==> src/frc_pkg.sv <==
`default_nettype none
package frc_pkg;

  localparam int FRAME_BYTES = 32;
  localparam int CHECK_BYTES = 30;
  localparam int POS_W       = 5;
  localparam int WORD_AW     = 4;
  localparam int CH_W        = 4;
  localparam int PULSE_W     = 16;
  localparam int GAP_W       = 16;
  localparam int SYNC_W      = 8;
  localparam int TIME_W      = 32;
  localparam int CFG_IDX_W   = 8;
  localparam int CFG_DATA_W  = 16;

  localparam logic [15:0] CHECK_INIT = 16'hFFFF;

  // register indexes
  localparam logic [CFG_IDX_W-1:0] REG_GAP_LIMIT = 8'd0;
  localparam logic [CFG_IDX_W-1:0] REG_SYNC      = 8'd1;
  localparam logic [CFG_IDX_W-1:0] REG_PULSE_LIM = 8'd2;
  localparam logic [CFG_IDX_W-1:0] REG_FALLBACK  = 8'd3;

  localparam logic [GAP_W-1:0]   GAP_LIMIT_RST = 16'd3000;
  localparam logic [SYNC_W-1:0]  SYNC_RST      = 8'h20;
  localparam logic [PULSE_W-1:0] PULSE_LIM_RST = 16'd2100;
  localparam logic [PULSE_W-1:0] FALLBACK_RST  = 16'd1000;

  typedef struct packed {
    logic [GAP_W-1:0]   gap_limit_us;
    logic [SYNC_W-1:0]  sync_value;
    logic [PULSE_W-1:0] pulse_limit;
    logic [PULSE_W-1:0] fallback_pulse;
  } cfg_t;

  // frame memory access: one byte-lane write and one word read per cycle
  typedef struct packed {
    logic               we;
    logic               hi;
    logic [WORD_AW-1:0] waddr;
    logic [7:0]         wdata;
    logic               re;
    logic [WORD_AW-1:0] raddr;
  } mem_req_t;

endpackage
`default_nettype wire

==> src/frc_frame_mem.sv <==
`default_nettype none
module frc_frame_mem (
  input  wire logic            clk_i,
  input  wire frc_pkg::mem_req_t req_i,
  output logic [15:0]          rdata_o
);

  localparam int DEPTH = frc_pkg::FRAME_BYTES / 2;

  logic [1:0][7:0] mem_q [DEPTH];
  logic [15:0]     rdata_q;

  always_ff @(posedge clk_i) begin
    if (req_i.we) begin
      if (req_i.hi) begin
        mem_q[req_i.waddr][1] <= req_i.wdata;
      end else begin
        mem_q[req_i.waddr][0] <= req_i.wdata;
      end
    end
  end

  always_ff @(posedge clk_i) begin
    if (req_i.re) begin
      rdata_q <= mem_q[req_i.raddr];
    end
  end

  assign rdata_o = rdata_q;

endmodule
`default_nettype wire

==> src/frc_cfg_regs.sv <==
`default_nettype none
module frc_cfg_regs (
  input  wire logic                           clk_i,
  input  wire logic                           rst_ni,
  input  wire logic                           valid_i,
  input  wire logic [frc_pkg::CFG_IDX_W-1:0]  index_i,
  input  wire logic [frc_pkg::CFG_DATA_W-1:0] data_i,
  output frc_pkg::cfg_t                       cfg_o
);

  frc_pkg::cfg_t cfg_q;

  always_ff @(posedge clk_i or negedge rst_ni) begin
    if (!rst_ni) begin
      cfg_q.gap_limit_us   <= frc_pkg::GAP_LIMIT_RST;
      cfg_q.sync_value     <= frc_pkg::SYNC_RST;
      cfg_q.pulse_limit    <= frc_pkg::PULSE_LIM_RST;
      cfg_q.fallback_pulse <= frc_pkg::FALLBACK_RST;
    end else if (valid_i) begin
      case (index_i)
        frc_pkg::REG_GAP_LIMIT: cfg_q.gap_limit_us   <= data_i[frc_pkg::GAP_W-1:0];
        frc_pkg::REG_SYNC:      cfg_q.sync_value     <= data_i[frc_pkg::SYNC_W-1:0];
        frc_pkg::REG_PULSE_LIM: cfg_q.pulse_limit    <= data_i[frc_pkg::PULSE_W-1:0];
        frc_pkg::REG_FALLBACK:  cfg_q.fallback_pulse <= data_i[frc_pkg::PULSE_W-1:0];
        default: ;
      endcase
    end
  end

  assign cfg_o = cfg_q;

endmodule
`default_nettype wire

==> src/ibus_frame_receiver_core.sv <==
`default_nettype none
// Serial-bus frame receiver. Each input transfer carries one received byte and its
// microsecond arrival stamp; a gap above gap_limit_us restarts the frame, and the first
// byte must equal sync_value. Bytes are written into a 16 x 16-bit frame memory as they
// arrive (one per cycle while idle) and the checksum is accumulated on the fly. On the
// 32nd byte a bad checksum goes to an error state that loads one error result (status 1)
// once the output register is free; a good frame reads the channel words from the frame
// memory in turn (read, then load of the output register, which waits out any output
// stall); no input is taken in the meantime. Configuration writes are taken every cycle.
module ibus_frame_receiver_core #(
  parameter int CHANNELS = 14
) (
  input  wire logic        clk_i,
  input  wire logic        rst_ni,
  input  wire logic        s_axis_tvalid,
  output logic             s_axis_tready,
  input  wire logic [39:0] s_axis_tdata,  // [7:0] byte_value, [39:8] time_us
  output logic             m_axis_tvalid,
  input  wire logic        m_axis_tready,
  output logic [23:0]      m_axis_tdata,  // [3:0] channel_index, [19:4] pulse_value, pad
  output logic             m_axis_tuser,  // status
  output logic             m_axis_tlast,  // last_of_frame
  input  wire logic        cfg_valid_i,
  output logic             cfg_ready_o,
  input  wire logic [frc_pkg::CFG_IDX_W-1:0]  cfg_index_i,
  input  wire logic [frc_pkg::CFG_DATA_W-1:0] cfg_data_i
);

  typedef enum logic [1:0] {
    ST_IDLE,
    ST_ERR,
    ST_READ,
    ST_LOAD
  } state_e;

  state_e state_q;

  frc_pkg::cfg_t    cfg;
  frc_pkg::mem_req_t mem_req;
  logic [15:0]      mem_rdata;

  logic [frc_pkg::POS_W-1:0]   pos_q;
  logic [frc_pkg::TIME_W-1:0]  prev_time_q;
  logic [15:0]                 sum_q;
  logic [7:0]                  rx_lo_q;
  logic [frc_pkg::CH_W-1:0]    ch_q;

  logic                        out_valid_q;
  logic                        out_status_q;
  logic [frc_pkg::CH_W-1:0]    out_ch_q;
  logic [frc_pkg::PULSE_W-1:0] out_pulse_q;
  logic                        out_last_q;

  logic [7:0]                  in_byte;
  logic [frc_pkg::TIME_W-1:0]  in_time;
  logic [frc_pkg::TIME_W-1:0]  gap;
  logic                        restart;
  logic [frc_pkg::POS_W-1:0]   pos_eff;
  logic                        drop;
  logic                        accept;
  logic                        store;
  logic                        frame_end;
  logic                        in_check;
  logic                        check_ok;
  logic                        out_free;
  logic                        out_load;
  logic [frc_pkg::PULSE_W-1:0] pulse;
  logic                        ch_last;

  frc_cfg_regs u_cfg (
    .clk_i   (clk_i),
    .rst_ni  (rst_ni),
    .valid_i (cfg_valid_i),
    .index_i (cfg_index_i),
    .data_i  (cfg_data_i),
    .cfg_o   (cfg)
  );

  frc_frame_mem u_mem (
    .clk_i   (clk_i),
    .req_i   (mem_req),
    .rdata_o (mem_rdata)
  );

  assign cfg_ready_o = 1'b1;

  assign in_byte = s_axis_tdata[7:0];
  assign in_time = s_axis_tdata[39:8];

  // timestamp wraps, so the gap is a plain modular difference
  assign gap       = in_time - prev_time_q;
  assign restart   = gap > {{(frc_pkg::TIME_W - frc_pkg::GAP_W){1'b0}}, cfg.gap_limit_us};
  assign pos_eff   = restart ? '0 : pos_q;
  assign drop      = (pos_eff == '0) && (in_byte != cfg.sync_value);
  assign accept    = s_axis_tvalid && s_axis_tready;
  assign store     = accept && !drop;
  assign frame_end = pos_eff == frc_pkg::POS_W'(frc_pkg::FRAME_BYTES - 1);
  assign in_check  = pos_eff < frc_pkg::POS_W'(frc_pkg::CHECK_BYTES);
  assign check_ok  = sum_q == {in_byte, rx_lo_q};

  assign s_axis_tready = state_q == ST_IDLE;
  assign out_free      = !out_valid_q || m_axis_tready;
  assign out_load      = ((state_q == ST_ERR) || (state_q == ST_LOAD)) && out_free;

  // channel i sits in bytes 2+2i and 3+2i, i.e. memory word i+1
  always_comb begin
    mem_req.we    = store;
    mem_req.hi    = pos_eff[0];
    mem_req.waddr = pos_eff[frc_pkg::POS_W-1:1];
    mem_req.wdata = in_byte;
    mem_req.re    = state_q == ST_READ;
    mem_req.raddr = ch_q + frc_pkg::WORD_AW'(1);
  end

  assign pulse   = (mem_rdata > cfg.pulse_limit) ? cfg.fallback_pulse : mem_rdata;
  assign ch_last = ch_q == frc_pkg::CH_W'(CHANNELS - 1);

  always_ff @(posedge clk_i or negedge rst_ni) begin
    if (!rst_ni) begin
      state_q      <= ST_IDLE;
      pos_q        <= '0;
      prev_time_q  <= '0;
      sum_q        <= frc_pkg::CHECK_INIT;
      rx_lo_q      <= '0;
      ch_q         <= '0;
      out_valid_q  <= 1'b0;
      out_status_q <= 1'b0;
      out_ch_q     <= '0;
      out_pulse_q  <= '0;
      out_last_q   <= 1'b0;
    end else begin
      if (out_load) begin
        out_valid_q <= 1'b1;
      end else if (m_axis_tready) begin
        out_valid_q <= 1'b0;
      end
      case (state_q)
        ST_IDLE: begin
          if (accept) begin
            prev_time_q <= in_time;
            // a dropped byte always sits at position zero
            if (drop) begin
              pos_q <= '0;
            end else begin
              if (in_check) begin
                sum_q <= ((pos_eff == '0) ? frc_pkg::CHECK_INIT : sum_q) - {8'd0, in_byte};
              end
              if (pos_eff == frc_pkg::POS_W'(frc_pkg::CHECK_BYTES)) begin
                rx_lo_q <= in_byte;
              end
              if (frame_end) begin
                pos_q <= '0;
                ch_q  <= '0;
                state_q <= check_ok ? ST_READ : ST_ERR;
              end else begin
                pos_q <= pos_eff + frc_pkg::POS_W'(1);
              end
            end
          end
        end
        ST_ERR: begin
          if (out_free) begin
            out_status_q <= 1'b1;
            out_ch_q     <= '0;
            out_pulse_q  <= '0;
            out_last_q   <= 1'b1;
            state_q      <= ST_IDLE;
          end
        end
        ST_READ: begin
          state_q <= ST_LOAD;
        end
        ST_LOAD: begin
          if (out_free) begin
            out_status_q <= 1'b0;
            out_ch_q     <= ch_q;
            out_pulse_q  <= pulse;
            out_last_q   <= ch_last;
            if (ch_last) begin
              state_q <= ST_IDLE;
            end else begin
              ch_q    <= ch_q + frc_pkg::CH_W'(1);
              state_q <= ST_READ;
            end
          end
        end
        default: state_q <= ST_IDLE;
      endcase
    end
  end

  assign m_axis_tvalid = out_valid_q;
  assign m_axis_tdata  = {4'd0, out_pulse_q, out_ch_q};
  assign m_axis_tuser  = out_status_q;
  assign m_axis_tlast  = out_last_q;

endmodule
`default_nettype wire
==> config.mk <==
export PLATFORM = sky130hd
export DESIGN_NAME = ibus_frame_receiver_core
export DESIGN_NICKNAME = d
export VERILOG_FILES = /design/src/frc_pkg.sv /design/src/frc_frame_mem.sv /design/src/frc_cfg_regs.sv /design/src/ibus_frame_receiver_core.sv
export SDC_FILE = /design/constraint.sdc
export NUM_CORES = 1
export LEC_CHECK = 0
export ABC_AREA = 1
export BUFFER_PORTS_ARGS = -buffer_cell sky130_fd_sc_hd__buf_2
export CORE_MARGIN = 2
export CORE_UTILIZATION = 30
export DETAILED_ROUTE_END_ITERATION = 10
export PLACE_DENSITY = 0.43
export SYNTH_ARGS = -nofsm -noshare
export SYNTH_HDL_FRONTEND = slang
export SYNTH_SLANG_ARGS = --single-unit
export TNS_END_PERCENT = 30
==> constraint.sdc <==
create_clock -name clk_i -period 14.3 [get_ports clk_i]
set_input_delay 2.145 -clock clk_i [delete_from_list [all_inputs] [get_ports clk_i]]
set_output_delay 2.145 -clock clk_i [all_outputs]
set_load 0.05 [all_outputs]
### After elaboration in Yosys (flattened, before gate mapping)

Memory sizes are Yosys's and may differ from the RTL's. A register that Yosys moved wholly into a read port is not among the register bits.
Cells that the tools add are included.

| storage, ports and cells | value |
|---|---|
| flip-flop bits (word level) | 146 |
| bits in latches | 0 |
| memory bits (writable) | 256 |
| memory bits (read-only) | 0 |
| input bits | 69 |
| output and inout port bits | 29 |
| word-level logic and storage cells | 103 |
| memories kept | 1 |

| cells by class | value |
|---|---|
| $add $sub $neg | 4 |
| multipliers | 0 |
| div/mod/pow operators | 0 |
| $lt $le $gt $ge | 3 |
| eq/ne operators | 17 |
| shifts and indexed selects | 0 |
| multiplexer cells | 38 |
| bitwise logic cells | 1 |
| reduce and logical (&&, ||, !) cells | 24 |

Memories:

| name | depth | width | read ports | clocked after memory_dff | write ports | line | source |
|---|---|---|---|---|---|---|---|
| u_mem.mem_q | 16 | 16 | 1 | 1 | 1 | frc_frame_mem.sv:10 | `logic [1:0][7:0] mem_q [DEPTH];` |

Operators by type and width:

| operator | number |
|---|---|
| $mux 16 | 4 |
| $gt 32x16->1 | 1 |
| $pmux 16 s2 | 1 |
| $sub 32x32->32 | 1 |
| $mux 4 | 7 |
| $eq 16x16->1 | 1 |
| $eq 8x2->1 const B | 2 |
| $gt 16x16->1 | 1 |
| $pmux 4 s2 | 2 |
| $sub 16x8->16 | 1 |
| $mux 5 | 3 |
| $mux 2 | 7 |
| $mux 1 | 11 |
| $eq 5x5->1 const B | 2 |
| $reduce_and 2->1 | 5 |
| $eq 8x1->1 const B | 1 |
| $logic_not 8->1 | 1 |
| $ne 2x2->1 const B | 4 |
| $ne 8x8->1 | 1 |
| $pmux 2 s4 | 1 |
| $reduce_and 4->1 | 2 |
| $reduce_and 6->1 | 1 |
| $reduce_bool 2->1 | 3 |
| $add 5x1->5 const B | 1 |
| 15 further kinds | 23 |

### Logic depth before layout (Yosys ltp)

Gate-level depths: netlist of the first run.

| depth | value |
|---|---|
| word-level depth | 9 |
| depth in mapped cells | 45 |
| depth with buffers taken out | 45 |

### By module

Synthesis of the first run repeated with hierarchy kept, for this count alone.

| unflattened totals | value |
|---|---|
| cells, all modules | 2620 |
| area, all modules | 22267.6 µm² |

Modules (own cells, without submodules):

| module | instances | cells an instance | area an instance (µm²) | sequential area each (µm²) |
|---|---|---|---|---|
| frc_frame_mem | 1 | 1114 | 11690.0 | 8167.8 |
| ibus_frame_receiver_core | 1 | 1246 | 8161.6 | 2272.2 |
| frc_cfg_regs | 1 | 260 | 2416.1 | 1423.9 |

### Worst setup path after synthesis of the first run

Ideal clock, no wire load.

| timing path | value |
|---|---|
| path type | input-to-reg |
| start | input s_axis_tdata[8] |
| end | register sum_q[11] |
| setup time | 75 ps |
| arrival time | 7163 ps |
| data required time | 14225 ps |
| setup slack | 7062 ps |
| stages on the path | 40 |
| path buffers | 0 |
| cell sequence | inv_1 ha_1 fa_1 inv_1 nand2_1 nand2_1 and2_4 nand2_1 nand3_2 xor2_1 ha_1 nand2_1 nor4_1 nand3b_1 nand2_1 nand3_1 nor2_1 nand2_1 [... 4 more ...] ha_1 nand2_2 nor2_2 or2_2 ha_1 nand2_1 nor2_1 a211oi_1 o21ai_0 nand3_1 nand2_1 nand2_1 inv_1 nor2_1 nand3_1 nor2_1 nand2_1 xnor2_1 |

| between the ends | value |
|---|---|
| cells in the longest elaborated chain, start to end | 7 |
| elaborated cells on any way between the ends | 10 |
| classes of those cells | 2 x add/sub; 2 x order compare; 2 x mux; 1 x bitwise; 3 x reduce/logical |

Ends and longest elaborated chain:

| what | line | source |
|---|---|---|
| from (decl) | ibus_frame_receiver_core.sv:17 | `input wire logic [39:0] s_axis_tdata,` |
| $sub 32x32->32 (*) | ibus_frame_receiver_core.sv:91 | `assign gap = in_time - prev_time_q;` |
| $gt 32x16->1 (*) | ibus_frame_receiver_core.sv:92 | `assign restart = gap > {{(frc_pkg::TIME_W - frc_pkg::GAP_W){1'b0}}, cfg.gap_limit_us};` |
| $mux 5 (*) | ibus_frame_receiver_core.sv:93 | `assign pos_eff = restart ? '0 : pos_q;` |
| branches (longest 4 deep; another with $sub 16x8->16) | - |  |
| to (signal assigned) | ibus_frame_receiver_core.sv:123 | `sum_q <= frc_pkg::CHECK_INIT;` |
| to (signal assigned) | ibus_frame_receiver_core.sv:146 | `sum_q <= ((pos_eff == '0) ? frc_pkg::CHECK_INIT : sum_q) - {8'd0, in_byte};` |
| to (decl) | ibus_frame_receiver_core.sv:44 | `logic [15:0] sum_q;` |

Every way passes the cells marked *.
A chain may end at the register's enable or synchronous reset.

### Worst setup path in the final report of the first run

Ends and elaborated chain as after synthesis.

==> results of run 1 <==
-- logic make-up after synthesis --
family | count (synthesis) | synth area share
AO/OA/AOI/OAI | 385 | 0.111
XOR/XNOR | 41 | 0.0172
adder cells (fa/ha/maj) | 79 | 0.0481
buffers and inverters | 355 | 0.0660
flip-flops | 418 | 0.569
multiplexers | 18 | 0.00870
other | 2 | 0.000360
AND/OR/NAND/NOR | 895 | 0.180
-- routing by layer --
metal,track usage,up-vias,share of wire
met5,0,-,0
met1,0.232,7124,0.48
met3,0.0246,70,0.043
met2,0.261,299,0.46
li1,-,7498,-
met4,0.0355,0,0.018
-- power groups by stage --
stage | registers, mW | logic (mW) | clock network (mW)
2_1_floorplan | 1.35 | 0.191 | 0
3_3_place_gp | 1.35 | 0.302 | 0
3_5_place_dp | 1.35 | 0.304 | 0
4_1_cts | 1.32 | 0.305 | 1.23
5_1_grt | 1.32 | 0.347 | 1.28
6_report | 1.32 | 0.300 | 1.19
-- state kept, by name, summed over array words and instances, names as in the netlist --
| name | flops |
|---|---|
| m_axis_tlast | 1 |
| u_cfg.cfg_o | 56 |
| out_ch_q | 4 |
| m_axis_tuser | 1 |
| state_q | 2 |
| prev_time_q | 32 |
| m_axis_tvalid | 1 |
| sum_q | 16 |
| ch_q | 4 |
| rx_lo_q | 8 |
| out_pulse_q | 16 |
| u_mem.rdata_o | 16 |
| pos_q | 5 |
| u_mem.mem_q | 256 |
-- path summary, 6_finish.rpt --
path	slack, ns	from	end	cells after the start
setup / recovery	6.68	s_axis_tdata[8]	sum_q[11]	41
hold / removal	0.47	out_pulse_q[9]	out_pulse_q[9]	2
setup reg to reg	8.05	prev_time_q[0]	sum_q[11]	39
hold reg to reg	0.47	out_pulse_q[9]	out_pulse_q[9]	2
max in group asynchronous	11.25	rst_ni	ch_q[0]	2
min in group asynchronous	1.62	rst_ni	out_pulse_q[10]	1
-- cell usage after synthesis (all sizes together) --
master and n:
a211oi 4, a21boi 1, a21o 3, a21oi 50, a221oi 1, and2 2, buf 17, clkbuf 64
clkinv 4, conb 2, dfrtp 112, dfstp 34, edfxtp 272, fa 2, ha 77, inv 270
mux2 1, mux2i 17, nand2 485, nand3 62, nand3b 3, nand4 10, nor2 310, nor3 10
nor3b 1, nor4 2, nor4b 1, o2111ai 1, o211ai 16, o21a 2, o21ai 220, o21bai 1
o221ai 19, o22ai 5, o31ai 15, o32ai 47, or2 7, or4 2, xnor2 7, xor2 34
-- layout make-up --
cell class                 instances  area (um^2)
clock inverter                    19          186
fill                            7118        44900
timing repair buffer             106          572
inverter                         274         1030
multi-input combinational       1423         7660
clock buffer                      69         1330
antenna                            1         2.50
sequential                       418        11900
tap                              931         1160
-- worst min-delay path: cells and delay by family, from the launching register on --
kind               cells  cell delay (ns)
DFF                    1             0.33
and+or+nand+nor        1             0.05
AOI/OAI and AO/OA      1             0.05
-- placed cells by master (no fill, tap or decap), types with 6 or more instances in the layout --
cell type	synthesis	routed
a21oi_1	50	50
buf_2	1	91
buf_4	5	14
clkbuf_1	64	16
clkbuf_16	0	48
clkinv_1	4	9
clkinv_2	0	7
dfrtp_1	112	111
dfstp_2	34	34
edfxtp_1	272	272
ha_1	77	76
inv_1	251	250
inv_2	18	19
mux2i_1	17	17
nand2_1	471	471
nand2_2	13	13
nand3_1	52	52
nand3_2	8	8
nand4_1	9	9
nor2_1	286	285
nor2_2	18	18
nor3_1	9	9
o211ai_1	15	15
o21ai_0	220	220
o221ai_1	19	19
o31ai_1	15	15
o32ai_1	47	47
or2_2	6	6
xnor2_1	7	6
xor2_1	34	34
==> impl_summary.log, run 1 <==
[metrics] status: complete, no violations
[metrics] root buffer selected by CTS: clkbuf_16
[metrics] post-synthesis cell type with the largest combined area: edfxtp_1
[metrics] ports placed on the boundary: 98
[metrics] Critical Path Fanout Max: 7
[metrics] logic gate share of total power: 0.107
[metrics] core utilization of the finished layout: 0.347
[metrics] Slowest Stage Delay on Critical Path: 0.45 ns
[metrics] CTS clock-pin slew for the worst setup and hold paths: about 0.060 ns
[metrics] Placed Area: 0.0223 mm^2
[metrics] Antenna Violating Nets Remaining: 0
[metrics] slowest cell on the critical path: nor4_1
[metrics] Worst path most repeated cell: nand2_1
[metrics] endpoint required time on the critical path: 14.83 ns
[metrics] placed wire-length estimate: approximately 39000 um
[metrics] via/cell ratio: about 4.6
[metrics] die area: 0.0717 mm^2
[metrics] global placer's final weighted congestion: about 0.86
[metrics] die extent in x: about 270 um
[metrics] type of the worst setup path: in -> reg
[metrics] family with the most delay on the worst path: simple AND/OR/NAND/NOR gates
[metrics] fraction of synthesized cell area taken by the top area cell type: 0.392
[metrics] maximum capacitance violations: 0
[metrics] routed length per placed instance: roughly 18 um
[metrics] maximum buffer depth of the clock tree: 3
[metrics] hold buffer count at CTS: 0
[metrics] Final WS setup: roughly 6.7 ns
[metrics] total CTS buffers: 48
[metrics] worst slew pin tran: between 1 and 1.5 ns
[metrics] TritonCTS clock tree: built
[metrics] portion of the post-synthesis area used by sequential elements: 0.569
[metrics] data arrival time at the worst-slack endpoint: approximately 8.2 ns
[metrics] switching share of total power: 0.259
[metrics] Final #Nets: 2419
[metrics] max-slew headroom at the worst pin: 0.260
[metrics] ratio of total power to cell area: 118 mW/mm^2
[metrics] maximum VDD drop: ~0.000095 V
[metrics] via count of the first global-routing pass: 14600
[metrics] setup tns final: 0 ns
[metrics] Mapped Avg Cell Area: around 9.5 um^2
[metrics] library cells used by synthesis: just under 60
[metrics] most area-consuming cells after synthesis: edfxtp_1, dfrtp_1, nand2_1
[metrics] Internal Dissipation: roughly 2.1 mW
[metrics] maximum achievable frequency: 131 MHz
[metrics] Seq pwr share: 0.471
[metrics] post-layout minimum cycle time: 7.62 ns
[metrics] initial antenna violation count: 1
[metrics] gate count after technology mapping: 2193
[metrics] post-layout total power: 2.81 mW
[metrics] wire length of the first global-routing pass: 88700 um
[metrics] crit path capture type: flip-flop
[metrics] CTS H-Tree Depth: 2
[metrics] type of the tightest min-delay check: reg -> reg
[metrics] placed insts: roughly 3200
[metrics] cell area after synthesis: between 0.02 and 0.025 mm^2
[metrics] Resized Gates After CTS: 0
[metrics] final non-filler cell area: between 0.02 and 0.025 mm^2
[metrics] number of synthesized register bits: 418
[metrics] endpoints failing setup: 0
[metrics] portion of the clock cycle consumed by the worst path in the final layout: 0.533
[metrics] remaining design rule violation count: 0
[metrics] count of buffer and inverter cells on the critical path: 5
[metrics] Port Buffer Count: 92
[metrics] number of non-filler instances in the completed layout: between 3000 and 4000
[metrics] vertical die dimension: between 200 and 300 um
[metrics] 1st-iter DRT viols: around 1200
[metrics] pin count of the biggest net entering global routing: 97
[metrics] Detailed Routing Iterations Pass 1: 5
[metrics] total count of max-transition violations in the final report: 0
[metrics] overall fraction of global-route tracks in use: 0.163
[metrics] pre-CTS setup slack: 6.06 ns
[metrics] post-CTS setup buffers: 0
[metrics] Fin Clk Skew: around 0.045 ns
[metrics] gr ovfl total: 0
[metrics] leak pwr: approximately 9.8 nW
[metrics] wire length after detailed routing: around 58000 um
[metrics] warnings from Yosys: 0
[metrics] starting density of the core: 0.304
[metrics] ratio of cells with drive above 1 in the final layout: 0.126
[metrics] total number of clock tree sinks: 418
[metrics] Clk pwr share: 0.422
[metrics] area delta synth->final: 14.2%
[metrics] setup repair after global routing missed its margin: no
[metrics] startpoint type of the worst setup path: input pin
[metrics] insertion delay to the later sink of the worst-skew pair: roughly 0.62 ns
[metrics] final hold viol count: 0
[metrics] row count: 96
[metrics] area of the placeable core: 0.0687 mm^2
[metrics] hold slack final: between 0.4 and 0.5 ns
[metrics] via count: roughly 15000
[metrics] switching component of the power: ~0.73 mW
(Power assumes the default switching activity.)
==> run 2, diff against run 1 <==
- clock period: 14.3 -> 7.1 ns (I/O delays scaled with it)
==> impl_summary.log, run 2 (same netlist as run 1, synthesis figures left out) <==
[metrics] ratio of cells with drive above 1 in the final layout: 0.135 (+0.00856)
[metrics] Port Buffer Count: 92 (unchanged)
[metrics] wire length after detailed routing: 58100 um (+0.13%)
[metrics] die area: 0.0717 mm^2 (unchanged)
[metrics] maximum VDD drop: 0.000177 V (+86%)
[metrics] row count: 96 (unchanged)
[metrics] Seq pwr share: 0.463 (-0.008)
[metrics] hold buffer count at CTS: 0 (unchanged)
[metrics] placed wire-length estimate: 39500 um (+0.84%)
[metrics] post-CTS setup buffers: 0 (unchanged)
[metrics] worst slew pin tran: 0.967 ns (-0.143 ns)
[metrics] wire length of the first global-routing pass: 89300 um (+0.58%)
[metrics] Fin Clk Skew: 0.0607 ns (+0.0159 ns)
[metrics] type of the worst setup path: in -> reg
[metrics] portion of the clock cycle consumed by the worst path in the final layout: 0.907
[metrics] via count: 15200 (+1.3%)
[metrics] root buffer selected by CTS: clkbuf_16
[metrics] count of buffer and inverter cells on the critical path: 5 (unchanged)
[metrics] pre-CTS setup slack: 0.0681 ns (-5.99 ns)
[metrics] vertical die dimension: 268 um (unchanged)
[metrics] Diodes inserted: 0 (-1)
[metrics] routed length per placed instance: 17.8 um (-0.57%)
[metrics] switching share of total power: 0.258 (-0.00145)
[metrics] TritonCTS clock tree: built
[metrics] area delta synth->final: 15.2%
[metrics] highest-count cells in the layout ignoring fill and taps: nand2_1, nor2_1, edfxtp_1
[metrics] via count of the first global-routing pass: 15000 (+2.4%)
[metrics] Final #Nets: 2440 (+0.87%)
[metrics] Clk pwr share: 0.433 (+0.011)
[metrics] gr ovfl total: 0 (unchanged)
[metrics] family with the most delay on the worst path: simple AND/OR/NAND/NOR gates
[metrics] endpoint required time on the critical path: 7.63 ns (-7.20 ns)
[metrics] total number of clock tree sinks: 418 (unchanged)
[metrics] Detailed Routing Iterations Pass 1: 5 (unchanged)
[metrics] leak pwr: 9.94 nW (+1.5%)
[metrics] Levels on crit path: 41 (unchanged)
[metrics] die extent in x: 268 um (unchanged)
[metrics] slowest cell on the critical path: nor4_1
[metrics] cell depth of the worst min-delay path: 2 (unchanged)
[metrics] crit path capture type: flip-flop
[metrics] placed insts: 3171 (+0.60%)
[metrics] data arrival time at the worst-slack endpoint: 6.97 ns (-1.18 ns)
[metrics] remaining design rule violation count: 0 (unchanged)
[metrics] overall fraction of global-route tracks in use: 0.163 (-0.000209)
[metrics] CTS clock-pin slew for the worst setup and hold paths: 0.06 ns (about the same)
[metrics] logic gate share of total power: 0.105 (-0.002)
[metrics] maximum capacitance violations: 0 (unchanged)
[metrics] Resized Gates After CTS: 0 (unchanged)
[metrics] initial antenna violation count: 0 (-1)
[metrics] pin count of the biggest net entering global routing: 83 (-14%)
[metrics] commonest non-fill, non-tap cell in the layout: nand2_1
[metrics] number of non-filler instances in the completed layout: 3264 (+0.71%)
[metrics] register with the highest flop count: u_mem.mem_q
[metrics] ratio of total power to cell area: 240 mW/mm^2 (+100%)
[metrics] number of flip-flops in the largest register: 256 (unchanged)
[metrics] Antenna Violating Nets Remaining: 0 (unchanged)
[metrics] type of the tightest min-delay check: reg -> reg
[metrics] maximum buffer depth of the clock tree: 3 (unchanged)
[metrics] maximum achievable frequency: 155 MHz
[metrics] ports placed on the boundary: 98 (unchanged)
[metrics] startpoint type of the worst setup path: input pin
[metrics] max-slew headroom at the worst pin: 0.353 (+0.0937)
[metrics] endpoints failing setup: 0 (unchanged)
[metrics] total CTS buffers: 50 (+4.2%)
[metrics] Slowest Stage Delay on Critical Path: 0.49 ns (+0.04 ns)
[metrics] Internal Dissipation: 4.27 mW (+110%)
[metrics] Worst path most repeated cell: nand2_1
[metrics] setup repair after global routing missed its margin: no
[metrics] total count of max-transition violations in the final report: 0 (unchanged)
[metrics] area of the placeable core: 0.0687 mm^2 (unchanged)
[metrics] global placer's final weighted congestion: 0.867 (+0.86%)
[metrics] post-layout minimum cycle time: 6.44 ns
[metrics] Critical Path Fanout Max: 7 (unchanged)
[metrics] 1st-iter DRT viols: 1030 (-12%)
[metrics] CTS H-Tree Depth: 2 (unchanged)
[metrics] post-layout total power: 5.76 mW (+110%)
[metrics] switching component of the power: 1.49 mW (+100%)
[metrics] setup tns final: 0 ns (unchanged)
[metrics] final hold viol count: 0 (unchanged)
[metrics] insertion delay to the later sink of the worst-skew pair: 0.63 ns (about the same)
[metrics] status: complete, no violations
[metrics] starting density of the core: 0.304 (unchanged)
[metrics] number of cells on the worst reg-to-reg path: 39 (unchanged)
[metrics] via/cell ratio: 4.65 (+0.63%)
[metrics] Final WS setup: 0.657 ns (-6.02 ns)
-- run 2: changes by cell type in the layout (fill, tap and decap cells not counted), moves of 2 or more --
| cell | delta |
|---|---|
| clkbuf_16 | +2 |
| clkinv_2 | +4 |
| clkbuf_1 | -5 |
| buf_4 | +19 |
| clkinv_1 | +6 |
| bufinv_16 | +2 |
| clkbuf_8 | -3 |
-- run 2: path summary, 6_finish.rpt --
check                                     start         endpoint  slack, ns
worst max-delay path            s_axis_tdata[8]        sum_q[11]       0.66
worst min-delay path            out_pulse_q[11]  out_pulse_q[11]       0.47
worst max register to register   prev_time_q[0]        sum_q[11]       0.96
worst min register to register  out_pulse_q[11]  out_pulse_q[11]       0.47
max in group asynchronous                rst_ni          ch_q[0]       5.07
min in group asynchronous                rst_ni   out_pulse_q[9]       0.51
-- run 2: worst register-to-register path: cells and delay by family (launching register included) --
family / cells / cell delay, ns
flip-flops: 1 / 0.37
buffers and inverters: 3 / 0.27
AO/OA/AOI/OAI: 2 / 0.50
adder cells (fa/ha/maj): 5 / 1.48
XOR/XNOR: 2 / 0.21
AND/OR/NAND/NOR: 27 / 3.25
-- run 2: metrics by stage --
step	hold WS, ns	util	cell area, um^2
2_1_floorplan	0.448	-	20900
3_3_place_gp	0.461	0.327	22400
3_5_place_dp	0.467	0.327	22400
4_1_cts	0.482	0.350	24000
5_1_grt	0.501	0.350	24000
6_report	0.474	0.350	24000
-- run 2: area by class of cell --
cell class / count / area, um^2
fill: 7122 / 44700
sequential: 418 / 11900
multi-input combinational: 1423 / 7660
clock buffer: 63 / 1320
tap: 931 / 1160
inverter: 274 / 1030
timing repair buffer: 125 / 714
clock inverter: 30 / 280
-- run 2: per-layer routing --
metal,global-route usage,share of wire
met1,0.230,0.49
met2,0.265,0.46
met3,0.0223,0.039
met4,0.0344,0.017
met5,0,0
-- run 2: power by group through the flow --
stage,Clock [mW],Combinational (mW),Sequential [mW]
floorplan,0,0.385,2.73
global placement,0,0.609,2.71
detailed placement,0,0.612,2.71
CTS,2.57,0.615,2.66
global route,2.66,0.696,2.67
finish,2.49,0.602,2.66
